==> src/hw/rtl/c3f_pkg.sv <==
package c3f_pkg;

  localparam int PIX_W         = 8;
  localparam int FRAME_W       = 11;
  localparam int ROW_W         = 11;
  localparam int SHIFT_W       = 4;
  localparam int MAX_HEIGHT    = 1024;
  localparam int DEF_MAX_WIDTH = 1024;
  localparam int DEF_COEF_BITS = 10;
  localparam int CFG_IDX_W     = 3;

  localparam logic [PIX_W-1:0] PIX_MAX = 8'd255;

  // output queue; depth must be a power of two
  localparam int OFIFO_DEPTH = 8;
  localparam int FIFO_PTR_W  = $clog2(OFIFO_DEPTH);
  localparam int FIFO_CNT_W  = $clog2(OFIFO_DEPTH + 1);
  localparam int MAC_BUSY_W  = 3;

  typedef enum logic {
    OP_PIXEL = 1'b0,
    OP_FLUSH = 1'b1
  } op_t;

  typedef enum logic [CFG_IDX_W-1:0] {
    REG_K_TOP  = 3'd0,
    REG_K_MID  = 3'd1,
    REG_K_BOT  = 3'd2,
    REG_FRAC   = 3'd3,
    REG_WIDTH  = 3'd4,
    REG_HEIGHT = 3'd5
  } cfg_reg_t;

  // which window columns feed the left/center/right taps
  typedef enum logic [1:0] {
    COL_INNER      = 2'd0,
    COL_LEFT_EDGE  = 2'd1,
    COL_RIGHT_EDGE = 2'd2
  } col_mode_t;

  typedef struct packed {
    logic [PIX_W-1:0] top;
    logic [PIX_W-1:0] mid;
    logic [PIX_W-1:0] bot;
  } win_col_t;

  typedef struct packed {
    logic      valid;
    logic      last;
    col_mode_t mode;
    logic      top_edge;
    logic      bot_edge;
  } win_ctl_t;

  typedef struct packed {
    logic [PIX_W-1:0] pixel;
    logic             last;
  } res_t;

endpackage

==> src/hw/rtl/c3f_mac.sv <==
module c3f_mac
  import c3f_pkg::*;
#(
  parameter int COEF_BITS = DEF_COEF_BITS,
  localparam int KW = 3 * COEF_BITS
) (
  input  logic                  clk,
  input  logic                  rst,
  input  logic [KW-1:0]         k_top,
  input  logic [KW-1:0]         k_mid,
  input  logic [KW-1:0]         k_bot,
  input  logic [SHIFT_W-1:0]    fraction_shift,
  input  win_col_t              win [3],
  input  win_ctl_t              ctl_in,
  output logic                  res_valid,
  output res_t                  res,
  output logic [MAC_BUSY_W-1:0] busy
);

  localparam int PRW = COEF_BITS + PIX_W + 1;
  localparam int RSW = PRW + 2;
  localparam int TW  = PRW + 4;

  win_ctl_t                c_ctl;
  logic [KW-1:0]           krow [3];
  win_col_t                col_sel [3];
  logic [PIX_W-1:0]        px [3][3];
  logic signed [PRW-1:0]   prod_next [3][3];
  logic signed [PRW-1:0]   prod [3][3];
  logic                    s1_valid, s1_last;
  logic signed [RSW-1:0]   rsum [3];
  logic                    s2_valid, s2_last;
  logic signed [TW-1:0]    total;
  logic                    s3_valid, s3_last;
  logic [TW-1:0]           shifted;
  res_t                    res_next;

  always_comb begin
    krow[0] = k_top;
    krow[1] = k_mid;
    krow[2] = k_bot;
    col_sel[0] = (c_ctl.mode == COL_LEFT_EDGE) ? win[1] : win[0];
    col_sel[1] = win[1];
    col_sel[2] = (c_ctl.mode == COL_RIGHT_EDGE) ? win[1] : win[2];
    for (int k = 0; k < 3; k++) begin
      px[0][k] = c_ctl.top_edge ? col_sel[k].mid : col_sel[k].top;
      px[1][k] = col_sel[k].mid;
      px[2][k] = c_ctl.bot_edge ? col_sel[k].mid : col_sel[k].bot;
    end
    for (int r = 0; r < 3; r++) begin
      for (int k = 0; k < 3; k++) begin
        prod_next[r][k] = $signed({1'b0, px[r][k]})
                        * $signed(krow[r][k*COEF_BITS +: COEF_BITS]);
      end
    end
  end

  always_comb begin
    shifted = $unsigned(total) >> fraction_shift;
    res_next.last = s3_last;
    if (total <= 0) begin
      res_next.pixel = '0;
    end else if (shifted > TW'(PIX_MAX)) begin
      res_next.pixel = PIX_MAX;
    end else begin
      res_next.pixel = shifted[PIX_W-1:0];
    end
  end

  always_ff @(posedge clk) begin
    if (rst) begin
      c_ctl     <= '0;
      s1_valid  <= 1'b0;
      s2_valid  <= 1'b0;
      s3_valid  <= 1'b0;
      res_valid <= 1'b0;
    end else begin
      c_ctl     <= ctl_in;
      s1_valid  <= c_ctl.valid;
      s2_valid  <= s1_valid;
      s3_valid  <= s2_valid;
      res_valid <= s3_valid;
    end
  end

  always_ff @(posedge clk) begin
    prod    <= prod_next;
    s1_last <= c_ctl.last;
    for (int r = 0; r < 3; r++) begin
      rsum[r] <= RSW'(prod[r][0]) + RSW'(prod[r][1]) + RSW'(prod[r][2]);
    end
    s2_last <= s1_last;
    total   <= TW'(rsum[0]) + TW'(rsum[1]) + TW'(rsum[2]);
    s3_last <= s2_last;
    res     <= res_next;
  end

  assign busy = MAC_BUSY_W'($countones({c_ctl.valid, s1_valid, s2_valid, s3_valid,
                                         res_valid}));

endmodule

==> config.mk <==
export PLATFORM = sky130hd
export DESIGN_NAME = c3f_mac
export DESIGN_NICKNAME = d
export VERILOG_FILES = /design/src/hw/rtl/c3f_pkg.sv /design/src/hw/rtl/c3f_mac.sv
export SDC_FILE = /design/constraint.sdc
export NUM_CORES = 2
export LEC_CHECK = 0
export BUFFER_PORTS_ARGS = -buffer_cell sky130_fd_sc_hd__buf_2
export CORE_ASPECT_RATIO = 1.4
export CORE_UTILIZATION = 50
export DETAILED_ROUTE_END_ITERATION = 10
export PLACE_DENSITY = 0.7
export SLEW_MARGIN = 20
export SYNTH_ARGS = -nofsm -noshare
export SYNTH_HDL_FRONTEND = slang
export SYNTH_SLANG_ARGS = --single-unit
export TNS_END_PERCENT = 20
==> constraint.sdc <==
create_clock -name clk -period 5.3 [get_ports clk]
set_input_delay 0.265 -clock clk [delete_from_list [all_inputs] [get_ports clk]]
set_output_delay 0.265 -clock clk [all_outputs]
set_load 0.05 [all_outputs]
# [Word level (Yosys, flattened, before mapping)]
# Memories as Yosys holds them, arrays and structs flattened.
# Cells that the tools add are included.
[word_totals] ramBits=63 memories=1 in_bits=174 word_cells=60 reg_bits=216 out_inout_bits=13
[mem_list] name="rsum" words=3 word_bits=21 rd=3 rd_ports_with_merged_regs=0 wr=3 line_no="c3f_mac.sv:31" rtl="logic signed [RSW-1:0] rsum [3];"
[op_classes] n_mux=9 eq_ne=2 magnitude_cmp=2 n_addsub=12 shifts=1 mul=9
[op_table] operator="multiplier 9 x 10 -> 19 bit" count=9
[op_table] operator="adder 20 x 19 -> 21 bit" count=3
[op_table] operator="adder 19 x 19 -> 20 bit" count=3
[op_table] operator="two-way mux 8 bit" count=7
[op_table] operator="two-way mux 24 bit" count=2
[op_table] operator="adder 22 x 21 -> 23 bit" count=1
[op_table] operator="greater-than comparator 23 x 8 -> 1 bit (second input constant)" count=1
[op_table] operator="<= comparator 23 x 1 -> 1 bit (second input constant)" count=1
[op_table] operator=">> shifter 23 x 4 -> 23 bit" count=1
[op_table] operator="adder 21 x 21 -> 22 bit" count=1
[op_table] operator="adder 1 x 1 -> 2 bit" count=2
[op_table] operator="adder 2 x 2 -> 3 bit" count=1
[op_table] operator="adder 3 x 1 -> 3 bit" count=1
[op_table] operator="== test 2 x 1 -> 1 bit (second input constant)" count=1
[op_table] operator="== test 2 bit (second input constant)" count=1

# [Logic depth before layout (Yosys ltp)]
[depth] depth_word=4 ltp_mapped=25 ltp_nobuf=23

# [Worst setup path after synthesis]
# No wires, ideal clock.
[synth_path] kind="flip-flop to flip-flop" start="reg c_ctl[2] (netlist name)" end="reg prod[132] (netlist name)" arrival_time_ns=5.657 path_slack_ns=-0.429 path_stages_with_launch=24 setup_ns=0.072 n_path_buf=3 period_less_slack_ns=5.729 cell_sequence="dfxtp_1 > nand2b_1 > buf_2 > buf_2 > buf_2 > mux2i_1 > o21ai_1 > nand2_1 > fa_1 > inv_1 > fa_1 > inv_1 > fa_1 > fa_1 > inv_1 > ha_1 > o21a_1 > a21oi_2 > o21ai_1 > a41o_1 > or4_4 > a31o_1 > a21oi_2 > xnor2_1"
[synth_lines] item="start: declaration" line_no="c3f_mac.sv:24" rtl="win_ctl_t c_ctl;"
[synth_lines] item="start signal: assignment" line_no="c3f_mac.sv:78" rtl="c_ctl <= ctl_in;"
[synth_lines] item="end signal: assignment" line_no="c3f_mac.sv:87" rtl="prod <= prod_next;"
[synth_lines] item="end: declaration" line_no="c3f_mac.sv:29" rtl="logic signed [PRW-1:0] prod [3][3];"

==> reports/results.tsv <==
metric	value	unit
initial_core_util	50.53	%
drtAntennaViolNets	0	
grt_antenna_before_repair	23	
cts.path.max_buffers	3	
tightest_slew	0.6216	ns
grt_overflow	0	
syn_nets	5647	
firstDrtPassIters	5	
io_pins	187	
dp_hpwl	88.31	mm
floorplan.rows	122	
setup_tns	-0.1786	ns
timing.final.crit_period	5.405	ns
synth_top_flop_cell	dfxtp_1	
netlist.area_leader.share	33.90	%
routedWlPerCell	17.49	um
synthCells	4374	
htreeDepth	1	
ys_seq_area_share	13.95	%
max_freq	185.0	MHz
core-area	0.07922	sq mm
setup_slack	-0.1048	ns
syn_area	0.04003	sq mm
post-route-period-util	102.0	%
async_reset_ff_share	0	%
port_buffers	186	
nFillCells	6808	
wl	103.6	mm
dp.cells	5809	
drcViolationCount	0	
place_ws	-0.2752	ns
slew_headroom	58.47	%
grt_pass1_vias	32490	
rsz0062_at_grt	true	
drive_gt1_share	15.16	%
dieHeight	336.8	um
drv_slew	0	
whs	0.03598	ns
ys_ff_latch	279	
fin_cells	5925	
final_nets	6108	
hold_viol_final	0	
cts_buffers	31	
criticalPathCategory	reg2reg	
drv_cap	0	
dieArea	0.08122	sq mm
cp_data_required_time	5.82	ns
clk_pin_slew_worst_paths	0.06	ns
drtIter0Drc	1563	
synth.avg_cell_area	9.153	sq um
grt_max_degree	30	
cts-root-buf	clkbuf_16	
cts_num_sinks	279	
start_kind	flop	
cts_tree	done	
yosys-top-cells-area	fa_1, dfxtp_1, ha_1, inv_1, and2_1	
synth_edf_count	0	
gp_congestion	0.9691	
viasPerCell	5.198	
insertion_delay	0.60	ns
hp-class	in2reg	
grt_pass1_wl	164.9	mm
violations	negative setup slack	
synth.largest_area_cell	fa_1	
die_w	241.2	um
report.final.setup_viol	3	
synth.distinct_cells	65	
grt_use_total	26.13	%
cp-end-kind	flop	
ys_warn_count	0	
arrival	5.93	ns
finalClockSkew	0.02376	ns
dr_total_vias	30800	
syn_to_final_growth	16.23	%
cp_max_fo	7	
status	complete, but fails checks	
[metal layers]
layer  wire length (um)  GRT usage [%]  vias up
li1                   -              -    14400
met1              39150          30.98    15300
met2              53070          46.93      830
met3               6857          3.864      246
met4               4400          10.53       24
met5                147              0        -
[cells in the final DEF (no fill, tap or decap), types with 26 or more instances in the layout]
cell	count
inv_1	1038
fa_1	665
nand2_1	415
ha_1	401
and2_1	288
dfxtp_1	275
buf_4	253
buf_2	187
a21oi_1	171
xnor2_1	159
nor2b_1	119
nor2_1	114
o21ai_0	62
a21o_1	44
xor2_1	44
o21a_1	42
mux2i_1	34
clkbuf_16	33
mux2_2	26
[worst paths after layout]
path	from	end	slack [ns]	cells after the start
max	c_ctl[2]	prod[132]	-0.10	21
min	k_bot[20]	prod[0]	0.04	2
max reg2reg	c_ctl[2]	prod[132]	-0.10	21
min reg2reg	s1_last	s2_last	0.33	0
[critical path, stage by stage (launching register included)]
cell and delay, ns:
dfxtp_2 0.35, nand2b_4 0.20, buf_8 0.16, buf_4 0.12, mux2i_2 0.28, o21ai_4 0.11
buf_4 0.15, buf_4 0.14, and2_1 0.17, fa_1 0.56, fa_1 0.44, fa_1 0.49
inv_1 0.05, fa_1 0.47, inv_1 0.04, ha_1 0.28, buf_4 0.15, a41o_1 0.25
or4_4 0.42, a31o_1 0.25, a21oi_2 0.15, xnor2_1 0.12
[stage by stage]
step / util (%) / area, sq um
6_report: 58.74 / 46530
3_5_place_dp: 55.71 / 44130
5_1_grt: 58.71 / 46510
4_1_cts: 57.91 / 45880
3_3_place_gp: 55.71 / 44130
2_1_floorplan: - / 40170
[area by class of cell]
cell class / count / area (sq um) / share of cell area (%)
Timing Repair Buffer: 479 / 3366 / 7.233
Multi-Input combinational cell: 2999 / 31210 / 67.08
Antenna cell: 11 / 27.53 / 0.05916
Clock buffer: 36 / 824.5 / 1.772
Sequential cell: 279 / 5595 / 12.02
Clock inverter: 22 / 265.3 / 0.5700
Tap cell: 1054 / 1319 / 2.834
Inverter: 1045 / 3923 / 8.430
[cell usage after synthesis (8+ instances only)]
library cell	n
and3_1	13
nor2_1	114
xnor2_1	160
o31ai_1	9
o21ai_1	28
buf_2	8
clkbuf_1	42
nand3_1	17
o31a_1	11
inv_1	1045
a31oi_1	16
a211o_1	13
nand2_1	444
a21o_1	44
nand4_1	8
fa_1	678
mux2_2	38
o211ai_1	12
o21ai_0	66
mux2i_1	47
and2_1	293
a211oi_1	20
ha_1	421
nand2b_1	18
nor2b_1	119
dfxtp_1	279
xor2_1	44
nor4_1	13
o21bai_1	13
nor3_1	23
a21oi_1	185
o21a_1	42
[timing repair]
item                       CTS  global route
setup endpoints to repair   15            26
pin swaps                   37            53
buffers inserted            11            13
hold buffers                13             1
hold endpoints to repair    12             1
gates resized for setup     99            98
gates cloned                 4             5
[logic make-up (layout without fill, tap and decap cells)]
kind of cell	after synthesis	after routing	synth area share, %
adder cells (fa/ha/maj)	1099	1099	47.06
XOR/XNOR	204	204	4.463
AND/OR/NAND/NOR	1087	1087	13.46
flip-flops	279	279	13.95
AO/OA/AOI/OAI	511	517	8.070
multiplexers	92	92	2.638
other	0	11	0
buffers and inverters	1102	1582	10.36
[sequential cells by signal (all words and copies together) (netlist names), 6 cells and up]
signal / count
prod: 171
rsum: 63
total: 23
c_ctl: 6
res: 9
Power is left out: the tool's default activity adds up to more than one toggle a clock period on the data nets, which glitch-free logic cannot reach.
