--- config.mk ---
export PLATFORM = sky130hd
export DESIGN_NAME = c3f_fifo
export DESIGN_NICKNAME = d
export VERILOG_FILES = /design/src/hw/rtl/c3f_pkg.sv /design/src/hw/rtl/c3f_fifo.sv
export SDC_FILE = /design/constraint.sdc
export NUM_CORES = 1
export LEC_CHECK = 0
export ABC_AREA = 1
export ABC_CLOCK_PERIOD_IN_PS = 3600
export CAP_MARGIN = 20
export CORE_AREA = 4 4 89 91
export CTS_BUF_LIST = sky130_fd_sc_hd__clkbuf_8
export DETAILED_ROUTE_END_ITERATION = 8
export DIE_AREA = 0 0 93 95
export DONT_BUFFER_PORTS = 1
export GPL_TIMING_DRIVEN = 0
export PLACE_DENSITY = 0.77
export RECOVER_POWER = 100
export SLEW_MARGIN = 20
export SYNTH_ARGS = -nofsm -noshare
export SYNTH_HDL_FRONTEND = slang
export SYNTH_SLANG_ARGS = --single-unit
--- constraint.sdc ---
create_clock -name clk -period 3.6 [get_ports clk]
set_input_delay 0.72 -clock clk [delete_from_list [all_inputs] [get_ports clk]]
set_output_delay 0.72 -clock clk [all_outputs]
set_load 0.01 [all_outputs]
--- src/hw/rtl/c3f_pkg.sv ---
package c3f_pkg;

  localparam int PIX_W         = 8;
  localparam int FRAME_W       = 11;
  localparam int ROW_W         = 11;
  localparam int SHIFT_W       = 4;
  localparam int MAX_HEIGHT    = 1024;
  localparam int DEF_MAX_WIDTH = 1024;
  localparam int DEF_COEF_BITS = 10;
  localparam int CFG_IDX_W     = 3;

  localparam logic [PIX_W-1:0] PIX_MAX = 8'd255;

  // output queue; depth must be a power of two
  localparam int OFIFO_DEPTH = 8;
  localparam int FIFO_PTR_W  = $clog2(OFIFO_DEPTH);
  localparam int FIFO_CNT_W  = $clog2(OFIFO_DEPTH + 1);
  localparam int MAC_BUSY_W  = 3;

  typedef enum logic {
    OP_PIXEL = 1'b0,
    OP_FLUSH = 1'b1
  } op_t;

  typedef enum logic [CFG_IDX_W-1:0] {
    REG_K_TOP  = 3'd0,
    REG_K_MID  = 3'd1,
    REG_K_BOT  = 3'd2,
    REG_FRAC   = 3'd3,
    REG_WIDTH  = 3'd4,
    REG_HEIGHT = 3'd5
  } cfg_reg_t;

  // which window columns feed the left/center/right taps
  typedef enum logic [1:0] {
    COL_INNER      = 2'd0,
    COL_LEFT_EDGE  = 2'd1,
    COL_RIGHT_EDGE = 2'd2
  } col_mode_t;

  typedef struct packed {
    logic [PIX_W-1:0] top;
    logic [PIX_W-1:0] mid;
    logic [PIX_W-1:0] bot;
  } win_col_t;

  typedef struct packed {
    logic      valid;
    logic      last;
    col_mode_t mode;
    logic      top_edge;
    logic      bot_edge;
  } win_ctl_t;

  typedef struct packed {
    logic [PIX_W-1:0] pixel;
    logic             last;
  } res_t;

endpackage

--- src/hw/rtl/c3f_fifo.sv ---
module c3f_fifo
  import c3f_pkg::*;
(
  input  logic                  clk,
  input  logic                  rst,
  input  logic                  push,
  input  res_t                  din,
  input  logic                  pop,
  output logic                  not_empty,
  output res_t                  dout,
  output logic [FIFO_CNT_W-1:0] count
);

  res_t                  mem [OFIFO_DEPTH];
  logic [FIFO_PTR_W-1:0] wp, rp;

  always_ff @(posedge clk) begin
    if (rst) begin
      wp    <= '0;
      rp    <= '0;
      count <= '0;
    end else begin
      if (push) begin
        wp <= wp + 1'b1;
      end
      if (pop) begin
        rp <= rp + 1'b1;
      end
      count <= count + FIFO_CNT_W'(push) - FIFO_CNT_W'(pop);
    end
  end

  always_ff @(posedge clk) begin
    if (push) begin
      mem[wp] <= din;
    end
  end

  assign dout      = mem[rp];
  assign not_empty = (count != '0);

endmodule

Word level (Yosys, flattened, before mapping)
Memory sizes are Yosys's and may differ from the RTL's. A register that Yosys moved wholly into a read port is not among the register bits.
Index checks and enable logic that the tools add are counted.

storage, ports and cells
  output and inout port bits = 14
  word-level logic and storage cells = 13
  memory bits (writable) = 72
  register bits = 10
  memories kept = 1
  input port bits = 13

memories
  memory  words  width  read ports  clocked after memory_dff  write ports  line            RTL
  mem     8      9      1           1                         1            c3f_fifo.sv:14  res_t mem [OFIFO_DEPTH];

operators by class
  multiplexer cells = 4
  reduce and logical (&&, ||, !) cells = 1
  $add $sub $neg = 4

operators with widths
  cell                 number
  $add 3x1->3 const B  2
  $mux 3               2
  $add 4x1->4          1
  $reduce_bool 4->1    1
  $sub 4x1->4          1
  $mux 1               2

Logic depth before layout (Yosys ltp)
Gate-level depths: netlist (run 1).

  word-level depth = 3
  depth in mapped cells = 9
  depth with buffers taken out = 9

Worst setup path after synthesis (run 1)
No wires, ideal clock.

  kind = input -> register
  start = in pop
  end = reg count[2]
  buffers on the path = 0
  data arrival time = 1.756 ns
  cell stages on the path = 7
  required time = 3.486 ns
  library setup time = 0.114 ns
  slack = 1.730 ns
  path through = ha_1 > inv_1 > ha_1 > inv_1 > fa_1 > xor2_1 > nor2_1

on the way
  longest elaborated chain between the ends = 1

RTL lines
  what                  line            RTL
  start, declared       c3f_fifo.sv:8   input logic pop,
  $sub 4x1->4           c3f_fifo.sv:29  count <= count + FIFO_CNT_W'(push) - FIFO_CNT_W'(pop);
  end signal, assigned  c3f_fifo.sv:29
  end, declared         c3f_fifo.sv:11  output logic [FIFO_CNT_W-1:0] count

No other way between the ends.
A chain may end at the register's enable or synchronous reset.

==> results of run 1 <==
cells in the final DEF, fill, tap and decap left out:
master      instances
nand2_1           118
inv_1              88
edfxtp_1           72
nand3_1            39
nor2_1             16
dfxtp_1            13
nand2_2            10
clkbuf_8           10
ha_1                7
a21oi_1             6
buf_6               4
buf_4               4
o21ai_0             3
or2_2               2
clkinv_2            2
inv_6               1
inv_4               1
buf_2               1
clkbuf_1            1
clkinv_1            1
buf_8               1
xnor2_1             1
xor2_1              1
fa_1                1
clkinvlp_4          1
bufinv_16           1
path summary, 6_finish.rpt:
kind | from | endpoint | cells past startpoint
hold reg to reg | wp[0] | wp[0] | 2
hold / removal | rst | rp[0] | 1
setup / recovery | flip-flop | dout[8] | 4
setup reg to reg | wp[0] | mem[0][3] | 2
per-stage QoR:
stage	setup WS, ps	cells
floorplan	1730	389
global placement	1330	488
detailed placement	1290	488
CTS	1350	504
global route	881	504
finish	1020	504
registers in the layout, summed over array words and instances, names as in the netlist, named ones only:
register	cells
rp	3
mem	72
count	4
wp	3
area by class of cell:
type	instances	share of cell area, %
multi-input cells	204	22.9
clock inverters	6	1.34
plain buffers	11	2.40
well taps	99	3.00
clock buffers	10	3.34
flip-flops and latches	85	58.8
inverters	89	8.29
per-layer routing:
| metal | GRT usage [%] | vias to the layer above | wire [um] | part of all wire, % |
|---|---|---|---|---|
| met4 | 6.59 | 0 | 123 | 1.6 |
| met5 | 0 | - | 0 | 0 |
| met2 | 32.8 | 106 | 3840 | 49 |
| met1 | 22.4 | 1178 | 3170 | 41 |
| li1 | - | 1225 | - | - |
| met3 | 5.82 | 14 | 663 | 8.5 |
kinds of logic after synthesis:
| family | after synthesis |
|---|---|
| compound gates | 9 |
| flops | 85 |
| simple gates | 185 |
| xor+xnor | 2 |
| buf+inv | 100 |
| fa+ha+maj | 8 |
cell usage after synthesis, drive strengths merged:
cell | count | area (um^2)
nor2 | 16 | 60.1
or2 | 2 | 12.5
xnor2 | 1 | 8.76
clkinv | 1 | 3.75
nand2 | 128 | 505
xor2 | 1 | 8.76
inv | 88 | 338
fa | 1 | 20.0
ha | 7 | 87.6
buf | 11 | 100
dfxtp | 13 | 260
nand3 | 39 | 195
o21ai | 3 | 15.0
edfxtp | 72 | 2160
a21oi | 6 | 30.0
worst reg2reg max path, delay by kind of cell, from the launching register on:
kind,cells,cell delay [ps]
and+or+nand+nor,2,1140
DFF,1,340
power breakdown:
group	leakage [uW]	total (uW)	switching [uW]	internal, uW
Sequential	0.000761	1140	29.2	1110
Clock	0.000105	649	317	332
Combinational	0.00102	309	199	111
==> flow_metrics.py, run 1 <==
metrics = {
    "synth": {
        "ys_seq_elements": 85,
        "ys_seq_area_share_pct": 63.6,
        "synth_top_family_by_area": "simple AND/OR/NAND/NOR gates",
        "syn_nets": 410,
        "synthDistinctLibCells": 21,
        "synth-simple-area-share_pct": 20.3,
        "synth_cells": 389,
        "synthAdderAreaFrac_pct": 2.83,
        "synth_compound_area_share_pct": 1.18,
        "muxShareOfSynthArea_pct": 0,
        "syn_area_um2": 3810,
        "synth_xor_area_share_pct": 0.460,
        "syn_avg_cell_area_um2": 9.79,
        "yosys_warnings": 0,
    },
    "placement": {
        "hpwlAfterDp_mm": 5.13,
        "port_buffers": 0,
        "place.gp.congestion": 0.788,
        "dpl_cell_area_um2": 3930,
    },
    "cells_and_area": {
        "antenna_cells": 0,
        "nFillCells": 630,
        "ff_latch_area_um2": 2420,
        "syn2layout_area_growth_pct": 8.28,
        "fin_area_um2": 4120,
        "multi_input_area_um2": 943,
        "final_nets": 421,
        "drive_gt1_share_pct": 9.38,
        "post-route-util_pct": 57.8,
    },
    "global_routing": {
        "grt_pass1_wl_mm": 12.1,
        "grt_max_degree": 14,
        "track_usage_pct": 18.9,
        "grt_pass1_vias": 2463,
        "grt_overflow": 0,
        "antenna_found_initial": 0,
    },
    "power_and_ir_drop": {
        "leakage_uw": 0.00188,
        "pwr_density_cell_nw_per_um2": 508,
        "power.total_uw": 2100,
        "ir_worst_vdd_v": 0.000296,
    },
    "critical_path": {
        "cpLargestDelayFamily": "buffers and inverters",
        "startpoint_type": "flip-flop",
        "crit_buf_inv": 2,
        "slowest_stage": "clkbuf_1",
        "max_stage_delay_ps": 450,
        "required_ps": 2880,
        "r2r_setup_slack_ps": 1740,
        "critPathKind": "reg2out",
        "critPathArrivalTime_ps": 1860,
        "cp_max_fo": 10,
        "end_kind": "primary output",
        "crit_chain": "clkbuf_1 -> clkinv_1 -> nand2_1 -> nand2_1",
        "cp_common_cell": "nand2_1",
    },
    "sta": {
        "grt_setup_unrepaired": "false",
        "fin_tns_setup_ps": 0,
        "max_slew_margin_pct": 31.4,
        "fin_crit_sh_pct": 71.8,
        "clock_skew_ps": 8.67,
        "setup_viol": 0,
        "timing.final.hold_violations": 0,
        "tightest_slew_ps": 1030,
        "max_freq_ghz": 0.387,
        "drv_slew": 0,
        "whs_ps": 430,
        "timing.final.crit_period_ps": 2580,
    },
    "cts": {
        "clock_path_buffers": 2,
        "post_cts_buffers": 0,
        "htree_levels": 3,
        "postCtsHoldBufs": 0,
        "cts_tree": "yes",
        "numCtsBuffers": 9,
        "clock_sinks": 85,
        "cts-resized-gates": 0,
        "clk_pin_slew_worst_paths_ps": 80,
        "root_buffer": "clkbuf_8",
        "clk_latency_ps": 350,
    },
    "route": {
        "vias_per_cell": 5.01,
        "detail-route-antenna-nets": 0,
        "drtPass1Iterations": 5,
        "wl_mm": 7.80,
        "drt_iter0_markers": 185,
        "drc": 0,
        "wl_per_cell_um": 15.5,
        "vias": 2523,
    },
    "floorplanning": {
        "initial_utilization_pct": 53.3,
        "die_y_um": 95,
        "fp.dieW_um": 93,
        "dieArea_um2": 8840,
        "ioPinCount": 27,
        "fp-row-count": 31,
        "core_area_um2": 7140,
    },
    "run": {
        "maxCapViolCount": 0,
    },
    "run_status": {
        "status": "finished, final reports clean",
    },
    "worst_hold_path": {
        "min_path_type": "in2reg",
    },
}
Power figures use the tool's default switching activity.
==> run 2, diff against run 1 <==
--- a/config.mk
+++ b/config.mk
@@ -6,7 +6,7 @@
 export NUM_CORES = 1
 export LEC_CHECK = 0
 export ABC_AREA = 1
-export ABC_CLOCK_PERIOD_IN_PS = 3600
+export ABC_CLOCK_PERIOD_IN_PS = 2140
 export CAP_MARGIN = 20
 export CORE_AREA = 4 4 89 91
 export CTS_BUF_LIST = sky130_fd_sc_hd__clkbuf_8
@@ -14,7 +14,7 @@
 export DIE_AREA = 0 0 93 95
 export DONT_BUFFER_PORTS = 1
 export GPL_TIMING_DRIVEN = 0
-export PLACE_DENSITY = 0.77
+export PLACE_DENSITY = 0.79
 export RECOVER_POWER = 100
 export SLEW_MARGIN = 20
 export SYNTH_ARGS = -nofsm -noshare
==> constraint.sdc (replaced) <==
create_clock -name clk -period 2.14 [get_ports clk]
set_input_delay 0.428 -clock clk [delete_from_list [all_inputs] [get_ports clk]]
set_output_delay 0.428 -clock clk [all_outputs]
set_load 0.01 [all_outputs]
==> flow_metrics.py, run 2 (synthesis results as in run 1) <==
metrics = {
    "run_status": {
        "status": "finished, final reports clean",
    },
    "cts": {
        "numCtsBuffers": 9,
        "cts-resized-gates": 0,
        "htree_levels": 3,
        "cts_tree": "yes",
        "clock_path_buffers": 2,
        "root_buffer": "clkbuf_8",
        "clk_latency_ps": 350,
        "clk_pin_slew_worst_paths_ps": 90,
        "postCtsHoldBufs": 0,
        "clock_sinks": 85,
        "post_cts_buffers": 0,
    },
    "route": {
        "drc": 0,
        "wl_mm": 7.92,
        "vias_per_cell": 4.90,
        "drtPass1Iterations": 4,
        "vias": 2468,
        "wl_per_cell_um": 15.7,
        "detail-route-antenna-nets": 0,
        "drt_iter0_markers": 170,
    },
    "critical_path": {
        "required_ps": 1710,
        "startpoint_type": "flip-flop",
        "critPathArrivalTime_ps": 1580,
        "end_kind": "primary output",
        "cp_max_fo": 10,
        "critPathKind": "reg2out",
    },
    "cells_and_area": {
        "largest_reg_flops": 72,
        "largest-register": "mem",
        "top_regs": "mem x72, count x4",
        "multi_input_area_um2": 943,
        "nFillCells": 613,
        "final_common_cell": "nand2_1",
        "final_cell_mix": "nand2_1, inv_1, edfxtp_1",
        "syn2layout_area_growth_pct": 8.25,
        "ff_latch_area_um2": 2420,
        "antenna_cells": 0,
        "final_nets": 421,
        "drive_gt1_share_pct": 9.38,
    },
    "power_and_ir_drop": {
        "leakage_uw": 0.00187,
        "pwr_density_cell_nw_per_um2": 851,
        "ir_worst_vdd_v": 0.000482,
        "power.total_uw": 3510,
    },
    "sta": {
        "setup_viol": 0,
        "fin_crit_sh_pct": 93.6,
        "clock_skew_ps": 12.5,
        "grt_setup_unrepaired": "false",
        "timing.final.hold_violations": 0,
        "timing.final.crit_period_ps": 2000,
        "fin_ws_ps": 137,
        "max_freq_ghz": 0.499,
        "fin_tns_setup_ps": 0,
        "drv_slew": 0,
        "max_slew_margin_pct": 25.9,
        "tightest_slew_ps": 1110,
    },
    "global_routing": {
        "antenna_found_initial": 0,
        "grt_max_degree": 15,
        "grtUsageMet1_pct": 21.4,
        "grt_pass1_vias": 2512,
        "grt-busiest-layer": "met2",
        "met3_usage_pct": 6.22,
        "grt_overflow": 0,
        "track_usage_pct": 19.1,
        "grt_use_met2_pct": 34.7,
        "grt_pass1_wl_mm": 12.3,
    },
    "placement": {
        "dpl_worst_slack_ps": 141,
        "hpwlAfterDp_mm": 5.15,
        "place.gp.congestion": 0.809,
        "port_buffers": 0,
    },
    "run": {
        "maxCapViolCount": 0,
    },
    "floorplanning": {
        "ioPinCount": 27,
        "dieArea_um2": 8840,
        "initial_utilization_pct": 53.3,
        "die_y_um": 95,
        "core_area_um2": 7140,
        "fp.dieW_um": 93,
        "fp-row-count": 31,
    },
    "worst_hold_path": {
        "min_path_type": "in2reg",
    },
}
[run 2: cell count changes in the layout (fill, tap and decap cells not counted)]
| cell | previous run | this run |
|---|---|---|
| clkinv_1 | 1 | 4 |
| clkinv_2 | 2 | 0 |
| clkinv_4 | 0 | 2 |
| inv_1 | 88 | 86 |
| clkbuf_1 | 1 | 0 |
| clkbuf_2 | 0 | 1 |
| clkbuf_8 | 10 | 9 |
[run 2: worst max-delay path, cell delays in order, from the launching register on]
cell,delay (ps)
dfxtp_1,320
clkbuf_2,260
clkinv_1,340
nand2_1,170
nand2_1,130
[run 2: worst paths after layout]
check / start / endpoint / slack [ps] / cells after the start
min reg2reg: wp[0] / wp[0] / 510 / 2
max reg2reg: wp[0] / mem[4][4] / 240 / 2
max: flip-flop / dout[2] / 140 / 4
min: rst / wp[0] / 140 / 1
[run 2: layout make-up]
cell class | instances | area share, %
Tap cell | 99 | 3.01
Sequential cell | 85 | 58.8
Multi-Input combinational cell | 204 | 22.9
Inverter | 89 | 8.29
Buffer | 11 | 2.43
Clock inverter | 7 | 1.61
Clock buffer | 9 | 3.01
[run 2: report_power, final]
part	internal, uW	switching (uW)
combinational	183	331
sequential	1860	49.3
clock	531	548
[run 2: routing by layer]
metal	part of all wire [%]	wire length [um]	vias up
met4	1.3	103	0
met3	10	814	13
met2	50	3990	82
met1	38	3010	1145
li1	-	-	1228
met5	0	0	-
[run 2: stage by stage]
stage	utilization, %	hold WS (ps)	instance area, um^2	instances
2_1_floorplan	-	463	3810	389
3_3_place_gp	55.1	480	3930	488
3_5_place_dp	55.1	495	3930	488
4_1_cts	57.7	123	4120	504
5_1_grt	57.7	118	4120	504
6_report	57.7	135	4120	504
