`config.mk`:
```
export PLATFORM = sky130hd
export DESIGN_NAME = c3f_col_cell
export DESIGN_NICKNAME = d
export VERILOG_FILES = /design/src/hw/rtl/c3f_pkg.sv /design/src/hw/rtl/c3f_col_cell.sv
export SDC_FILE = /design/constraint.sdc
export NUM_CORES = 1
export LEC_CHECK = 0
export CORE_MARGIN = 8
export CORE_UTILIZATION = 50
export CTS_CLUSTER_DIAMETER = 120
export CTS_CLUSTER_SIZE = 14
export DETAILED_ROUTE_END_ITERATION = 8
export DONT_BUFFER_PORTS = 1
export SETUP_SLACK_MARGIN = 0.3
export SYNTH_ARGS = -nofsm -noshare
export SYNTH_HDL_FRONTEND = slang
export SYNTH_SLANG_ARGS = --single-unit
export TNS_END_PERCENT = 20
```
`constraint.sdc`:
```
create_clock -name clk -period 0.8 [get_ports clk]
set_clock_uncertainty 0.15 [all_clocks]
set_input_delay 0.04 -clock clk [delete_from_list [all_inputs] [get_ports clk]]
set_output_delay 0.04 -clock clk [all_outputs]
set_load 0.02 [all_outputs]
```
`src/hw/rtl/c3f_pkg.sv`:
```
package c3f_pkg;

  localparam int PIX_W         = 8;
  localparam int FRAME_W       = 11;
  localparam int ROW_W         = 11;
  localparam int SHIFT_W       = 4;
  localparam int MAX_HEIGHT    = 1024;
  localparam int DEF_MAX_WIDTH = 1024;
  localparam int DEF_COEF_BITS = 10;
  localparam int CFG_IDX_W     = 3;

  localparam logic [PIX_W-1:0] PIX_MAX = 8'd255;

  // output queue; depth must be a power of two
  localparam int OFIFO_DEPTH = 8;
  localparam int FIFO_PTR_W  = $clog2(OFIFO_DEPTH);
  localparam int FIFO_CNT_W  = $clog2(OFIFO_DEPTH + 1);
  localparam int MAC_BUSY_W  = 3;

  typedef enum logic {
    OP_PIXEL = 1'b0,
    OP_FLUSH = 1'b1
  } op_t;

  typedef enum logic [CFG_IDX_W-1:0] {
    REG_K_TOP  = 3'd0,
    REG_K_MID  = 3'd1,
    REG_K_BOT  = 3'd2,
    REG_FRAC   = 3'd3,
    REG_WIDTH  = 3'd4,
    REG_HEIGHT = 3'd5
  } cfg_reg_t;

  // which window columns feed the left/center/right taps
  typedef enum logic [1:0] {
    COL_INNER      = 2'd0,
    COL_LEFT_EDGE  = 2'd1,
    COL_RIGHT_EDGE = 2'd2
  } col_mode_t;

  typedef struct packed {
    logic [PIX_W-1:0] top;
    logic [PIX_W-1:0] mid;
    logic [PIX_W-1:0] bot;
  } win_col_t;

  typedef struct packed {
    logic      valid;
    logic      last;
    col_mode_t mode;
    logic      top_edge;
    logic      bot_edge;
  } win_ctl_t;

  typedef struct packed {
    logic [PIX_W-1:0] pixel;
    logic             last;
  } res_t;

endpackage

```
`src/hw/rtl/c3f_col_cell.sv`:
```
module c3f_col_cell
  import c3f_pkg::*;
(
  input  logic     clk,
  input  logic     shift,
  input  win_col_t d,
  output win_col_t q
);

  always_ff @(posedge clk) begin
    if (shift) begin
      q <= d;
    end
  end

endmodule

```
## Word-level counts from Yosys, hierarchy flattened

Cells that the tools add are included.

| word-level totals | value |
|---|---|
| register bits after elaboration | 24 |
| bits in latches | 0 |
| memory bits (writable) | 0 |
| ROM bits | 0 |
| input bits | 26 |
| memories kept | 0 |

| operators by class | value |
|---|---|
| add/subtract/negate cells | 0 |
| multiply operators | 0 |
| div/mod/pow operators | 0 |
| magnitude comparators | 0 |
| equal/unequal tests | 0 |
| shift-type cells | 0 |
| mux-type cells | 0 |
| bitwise logic cells | 0 |
| reductions and logical operators | 0 |

## Depth between registers and ports, before layout

Gate-level depths: netlist of run 1.

| logic depth | value |
|---|---|
| depth in word-level cells | 0 |
| depth in mapped cells | 0 |
| mapped depth without buffers | 0 |

## Worst setup path after synthesis of run 1

Ideal clock, no wire load.

| timing path | value |
|---|---|
| kind | reg2out |
| from | register q[0] (netlist bit) |
| to | output port q[0] (netlist bit) |
| arrival time | 449 ps |
| slack | 161 ps |
| stages on the path, launching flop included | 1 |
| buffers on the path | 0 |
| path through | edfxtp_1 |

RTL lines:

| element | RTL line | source |
|---|---|---|
| start: declaration | c3f_col_cell.sv:7 | `output win_col_t q` |
| start signal: assignment | c3f_col_cell.sv:12 | `q <= d;` |

No word-level cell between the ends.

## Worst setup path after layout of run 1

| timing path | value |
|---|---|
| from | register q[3] (netlist bit) |
| to | output port q[3] (netlist bit) |

No word-level cell between the ends.

==> flow_metrics.tcl, run 1 <==
set metrics [dict create \
    status "finished with violations" \
    violations "negative hold slack, negative setup slack" \
    register_area_um2 721 \
    netlist_top_cells_area "edfxtp_1 100%" \
    cts.clk_slew.worst_paths_ns 0.11 \
    fin_crit_ns 1.00 \
    setup_viol 24 \
    synthToLayoutAreaGrowth_pct 6.25 \
    synth-edff-count 24 \
    yosysTopAreaCell "edfxtp_1" \
    p_leak_nw 0.250 \
    slew_headroom 0.843 \
    multi_input_area_um2 0 \
    largest_reg_flops 24 \
    dr.pass1.iters 2 \
    p_seq_frac 0.776 \
    gp_congestion 0.576 \
    rows 13 \
    cts_tree "yes" \
    final_cell_area_um2 766 \
    fill_cells 95 \
    pin_count 50 \
    ys_async_sr_fraction 0 \
    path_max_fanout 1 \
    holdWs_ns -0.320 \
    antenna_left 0 \
    p_int_mw 1.68 \
    drv_slew 0 \
    cts_resized 0 \
    dieArea_um2 2910 \
    p_sw_mw 0.462 \
    synth_most_common_cell "edfxtp_1" \
    htree_levels 1 \
    drt_iter0_markers 4 \
    fmax_ghz 0.997 \
    fin_util 0.581 \
    grt_pass1_wl_um 1440 \
    start_util 0.547 \
    max-clock-path-buffers 2 \
    drv_cap 0 \
    synth_top_area_frac 1.00 \
    worstHoldPathType "in -> reg" \
    dieWidth_um 54.0 \
    drive_above_1_share 0.107 \
    diodes 0 \
    vias 249 \
    synth_nets 50 \
    grt_pass1_vias 297 \
    wl_per_cell_um 28.0 \
    crit_path_end_kind "output port" \
    nets 55 \
    wl_um 1210 \
    synth_cell_type_count 1 \
    portBuffers 0 \
    postCtsSetupBuffers 0 \
    min_from "d[2]" \
    ir_worst_vdd_mv 1.52 \
    synthTopCellsByCount "24 x edfxtp_1" \
    yosysSeqAreaShare 1.00 \
    worst_pin_slew_ns 0.236 \
    syn-mean-instance-area_um2 30.0 \
    worstSetupStartpointType "register" \
    powerDensity_nw_per_um2 2800 \
    syn_inst 24 \
    core_area_um2 1320 \
    fin_crit_sh 1.25 \
    cts.sinks 24 \
    critPathArrivalTime_ns 0.81 \
    top_regs "q: 24 flops" \
    gr-total-overflow 0 \
    track_usage 0.0747 \
    vias_per_cell 5.79 \
    setup_ws_ns -0.203 \
    netlist_area_um2 721 \
    route.detailed.drc 0 \
    rsz0062_at_grt "true" \
    antenna_found_initial 0 \
    placed_cell_area_um2 739 \
    p_comb_frac 0 \
    ys.flop_type "edfxtp_1" \
    largest-register "q" \
    critPathLaunch "q[3]" \
    clkPwrFrac 0.224 \
    pre_cts_slack_ns 0.130 \
    multi_input_gates 0 \
    grt_max_degree 25 \
    ys_ff_latch 24 \
    critical_path_required_ns 0.61 \
    ys_warn_count 0 \
    root_buffer "clkbuf_4" \
    fp.dieH_um 54.0 \
    crit_type "reg -> out" \
    hold_viol 48 \
    p_sw_frac 0.215 \
    cts_buffers 3 \
]
-- logic make-up after synthesis --
group,synth area share
DFF,1.00
-- final cells by class --
cell class / count / area share
Sequential cell: 24 / 0.941
Clock buffer: 3 / 0.0294
Tap cell: 15 / 0.0245
Clock inverter: 1 / 0.00490
-- metal layers --
metal,wire [um],vias up,global-route usage
li1,-,105,-
met1,413,117,0.0657
met2,601,27,0.124
met3,190,0,0.0551
met4,0,0,0.0378
met5,0,-,0
-- path summary, 6_finish.rpt --
check / end / slack [ns] / cells past startpoint
worst min-delay path: q[2] / -0.32 / 0
worst max-delay path: q[3] / -0.20 / 0
-- power by group through the flow --
stage	Sequential, mW	Clock, mW	Combinational, mW
floorplan	1.68	0	0
global placement	1.70	0	0
detailed placement	1.70	0	0
CTS	1.67	0.505	0
global route	1.68	0.547	0
finish	1.67	0.481	0
-- cells in the final DEF (no fill, tap or decap) --
cell and instances:
clkbuf_4 3, edfxtp_1 24, clkinv_1 1
-- metrics by stage --
step | power [mW] | setup TNS (ns) | instances
finish | 2.15 | -4.43 | 43
global route | 2.22 | -5.28 | 43
CTS | 2.18 | -4.82 | 43
detailed placement | 1.70 | 0 | 39
global placement | 1.70 | 0 | 39
floorplan | 1.68 | 0 | 24
Power figures use the tool's default switching activity.
==> run 2: changes to the inputs <==
--- a/config.mk
+++ b/config.mk
@@ -5,6 +5,7 @@
 export SDC_FILE = /design/constraint.sdc
 export NUM_CORES = 1
 export LEC_CHECK = 0
+export CAP_MARGIN = 20
 export CORE_MARGIN = 8
 export CORE_UTILIZATION = 50
 export CTS_CLUSTER_DIAMETER = 120
==> constraint.sdc (replaced) <==
create_clock -name clk -period 1.3 [get_ports clk]
set_clock_uncertainty 0.15 [all_clocks]
set_input_delay 0.065 -clock clk [delete_from_list [all_inputs] [get_ports clk]]
set_output_delay 0.065 -clock clk [all_outputs]
set_load 0.02 [all_outputs]
==> flow_metrics.tcl, run 2 (synthesized netlist as in run 1, its figures left out) <==
set metrics [dict create \
    grt_max_degree 25 \
    largest-register "q" \
    drt_iter0_markers 8 \
    rows 13 \
    top_regs "q: 24 flops" \
    rsz0062_at_grt "true" \
    vias_per_cell 5.19 \
    dieArea_um2 2910 \
    dr.pass1.iters 4 \
    drive_above_1_share 0.0577 \
    hold_viol 24 \
    largest_reg_flops 24 \
    holdWs_ns -0.289 \
    diodes 0 \
    pre_cts_slack_ns 0.605 \
    layout_common_cells "24 x dlygate4sd3_1, 24 x edfxtp_1, 3 x clkbuf_4" \
    portBuffers 0 \
    multi_input_area_um2 0 \
    setup_ws_ns 0.263 \
    crit_type "reg -> out" \
    worstHoldPathType "in -> reg" \
    fill_cells 73 \
    grt_pass1_vias 395 \
    nets 79 \
    gp_congestion 0.576 \
    slew_headroom 0.847 \
    grt_pass1_wl_um 2100 \
    fp.dieH_um 54.0 \
    drv_cap 0 \
    finalSetupTns_ns 0 \
    route.detailed.drc 0 \
    htree_levels 1 \
    drv_slew 0 \
    core_area_um2 1320 \
    pin_count 50 \
    antenna_found_initial 0 \
    worstHoldEndpoint "q[7]" \
    gr-total-overflow 0 \
    track_usage 0.107 \
    critPathArrivalTime_ns 0.82 \
    cts_hold_buffers 24 \
    crit_path_end_kind "output port" \
    placed_cells 39 \
    path_max_fanout 1 \
    cts.sinks 24 \
    cts.clk_slew.worst_paths_ns 0.12 \
    vias 348 \
    antenna_left 0 \
    setup_viol 0 \
    cts_tree "yes" \
    ir_worst_vdd_mv 1.05 \
    min_delay_path_depth 0 \
    fin_crit_sh 0.798 \
    status "finished with violations" \
    max-clock-path-buffers 2 \
    min_from "shift" \
    powerDensity_nw_per_um2 1390 \
    worstSetupStartpointType "register" \
    p_leak_nw 0.350 \
    cts_buffers 3 \
    critical_path_required_ns 1.09 \
    wl_per_cell_um 24.5 \
    wl_um 1640 \
    root_buffer "clkbuf_4" \
    fmax_ghz 0.964 \
    fin_cells 67 \
    dieWidth_um 54.0 \
    worst_pin_slew_ns 0.229 \
    fin_crit_ns 1.04 \
    start_util 0.547 \
    multi_input_gates 0 \
    violations "negative hold slack" \
    synthToLayoutAreaGrowth_pct 39.6 \
]
## run 2: stage by stage
stage | instance area, um2 | util | hold slack, ns | total power, mW
floorplan | 721 | - | 0.0139 | 1.03
global placement | 739 | 0.561 | 0.0140 | 1.05
detailed placement | 739 | 0.561 | 0.0139 | 1.05
CTS | 1010 | 0.764 | -0.290 | 1.40
global route | 1010 | 0.764 | -0.307 | 1.44
finish | 1010 | 0.764 | -0.289 | 1.40
## run 2: layout make-up
class,count,area (um2),share of cell area
Sequential cell,24,721,0.716
Timing Repair Buffer,24,240,0.239
Clock inverter,1,3.75,0.00373
Clock buffer,3,22.5,0.0224
Tap cell,15,18.8,0.0187
## run 2: power by group
part | internal (mW) | switching (mW)
registers | 0.924 | 0.101
clock network | 0.112 | 0.199
logic | 0.0479 | 0.0117
total | 1.08 | 0.312
## run 2: repair_timing
item	CTS	global route
setup endpoints to repair	24	24
endpoints found under the hold margin	48	24
buffers inserted	0	0
pin swaps	0	0
gates resized for setup	0	0
## run 2: per-layer routing
metal  GRT usage  vias up  routed length, um
met3      0.0579        0                230
li1            -      153                  -
met2       0.199       30                881
met5           0        -                  0
met1      0.0941      165                529
met4      0.0378        0                  0
## run 2: how the worst max path moves through the flow
stage	from	endpoint	slack [ns]	depth (start not counted)
floorplan	q[0]	q[0]	0.64	0
global placement	q[17]	q[17]	0.61	0
detailed placement	q[3]	q[3]	0.61	0
CTS	q[3]	q[3]	0.26	0
global route	q[3]	q[3]	0.23	0
finish	q[3]	q[3]	0.26	0
==> run 3: changes to the inputs <==
--- a/config.mk
+++ b/config.mk
@@ -12,6 +12,7 @@
 export CTS_CLUSTER_SIZE = 14
 export DETAILED_ROUTE_END_ITERATION = 8
 export DONT_BUFFER_PORTS = 1
+export PLACE_DENSITY = 0.68
 export SETUP_SLACK_MARGIN = 0.3
 export SYNTH_ARGS = -nofsm -noshare
 export SYNTH_HDL_FRONTEND = slang
==> constraint.sdc (replaced) <==
create_clock -name clk -period 0.8 [get_ports clk]
set_clock_uncertainty 0.15 [all_clocks]
set_input_delay 0.04 -clock clk [delete_from_list [all_inputs] [get_ports clk]]
set_output_delay 0.04 -clock clk [all_outputs]
set_load 0.02 [all_outputs]
==> flow_metrics.tcl, run 3 (synthesized netlist as in run 1, its figures left out) <==
set metrics [dict create \
    status "finished with violations" \
    violations "negative hold slack, negative setup slack" \
    hold_viol 48 \
    gr-total-overflow 0 \
    worstSetupStartpointType "register" \
    fin_util 0.601 \
    drv_cap 0 \
    slew_headroom 0.842 \
    nets 55 \
    setup_ws_ns -0.211 \
    power_mw 2.50 \
    largest_reg_flops 24 \
    dieWidth_um 54.0 \
    synthToLayoutAreaGrowth_pct 9.90 \
    ir_worst_vdd_mv 2.26 \
    vias_per_cell 5.72 \
    route.detailed.drc 0 \
    rows 13 \
    p_leak_nw 0.263 \
    cts.sinks 24 \
    critical_path_required_ns 0.61 \
    core_area_um2 1320 \
    placed_cells 39 \
    placed_cell_area_um2 739 \
    fin_crit_ns 1.01 \
    largest-register "q" \
    final_cell_area_um2 792 \
    start_util 0.547 \
    antenna_left 0 \
    multi_input_gates 0 \
    antenna_found_initial 0 \
    track_usage 0.0799 \
    diodes 0 \
    cts_buffers 3 \
    rsz0062_at_grt "true" \
    postCtsSetupBuffers 0 \
    worst_pin_slew_ns 0.237 \
    critPathArrivalTime_ns 0.82 \
    drv_slew 0 \
    pin_count 50 \
    fmax_ghz 0.989 \
    portBuffers 0 \
    root_buffer "clkbuf_4" \
    drt_iter0_markers 4 \
    htree_levels 1 \
    drive_above_1_share 0.143 \
    powerDensity_nw_per_um2 3160 \
    crit_type "reg -> out" \
    crit_path_end_kind "output port" \
    worstHoldPathType "in -> reg" \
    fin_cells 43 \
    path_max_fanout 1 \
    cts_tree "yes" \
    top_regs "q: 24 flops" \
    grt_pass1_vias 285 \
    vias 246 \
    layout_commonest_cell "edfxtp_1" \
    multi_input_area_um2 0 \
    wl_um 1280 \
    wl_per_cell_um 29.7 \
    dr.pass1.iters 3 \
    setup_viol 24 \
    holdWs_ns -0.324 \
    layout_common_cells "24 x edfxtp_1, 3 x clkbuf_4, 1 x bufinv_16" \
    dieArea_um2 2910 \
    cts_resized 0 \
    gp_congestion 0.552 \
    grt_max_degree 25 \
    grt_pass1_wl_um 1550 \
    fp.dieH_um 54.0 \
    fin_crit_sh 1.26 \
    max-clock-path-buffers 2 \
    cts.clk_slew.worst_paths_ns 0.12 \
]
==> run 3: changes by cell type in the layout (fill, tap and decap cells not counted) <==
cell           delta
dlygate4sd3_1    -24
clkinv_1          -1
bufinv_16         +1
==> run 3: layer usage <==
metal / track usage / wire [um]
met1: 0.0743 / 436
met2: 0.118 / 597
met3: 0.0744 / 232
met4: 0.0378 / 12
met5: 0 / 0
==> run 3: stage by stage <==
stage | TNS (ns) | setup WS [ns]
floorplan | 0 | 0.161
global placement | 0 | 0.138
detailed placement | 0 | 0.125
CTS | -4.82 | -0.223
global route | -5.66 | -0.262
finish | -4.60 | -0.211
==> run 3: path summary, 6_finish.rpt <==
| check | from | end | slack (ns) | depth (start not counted) |
|---|---|---|---|---|
| worst min-delay path | d[20] | q[20] | -0.32 | 0 |
| worst max-delay path | q[19] | q[19] | -0.21 | 0 |
==> run 3: power breakdown <==
| group | internal [mW] | switching, mW |
|---|---|---|
| sequential | 1.50 | 0.163 |
| combinational | 0 | 0 |
| clock | 0.506 | 0.327 |
==> run 3: layout make-up <==
cell class / count / area (um2)
Fill cell: 84 / 526
Clock inverter: 1 / 30.0
Sequential cell: 24 / 721
Tap cell: 15 / 18.8
Clock buffer: 3 / 22.5
==> run 3: what timing repair did <==
action | 4_1_cts | 5_1_grt
hold endpoints to repair | 48 | 48
gates cloned | 0 | 0
setup endpoints to repair | 24 | 24
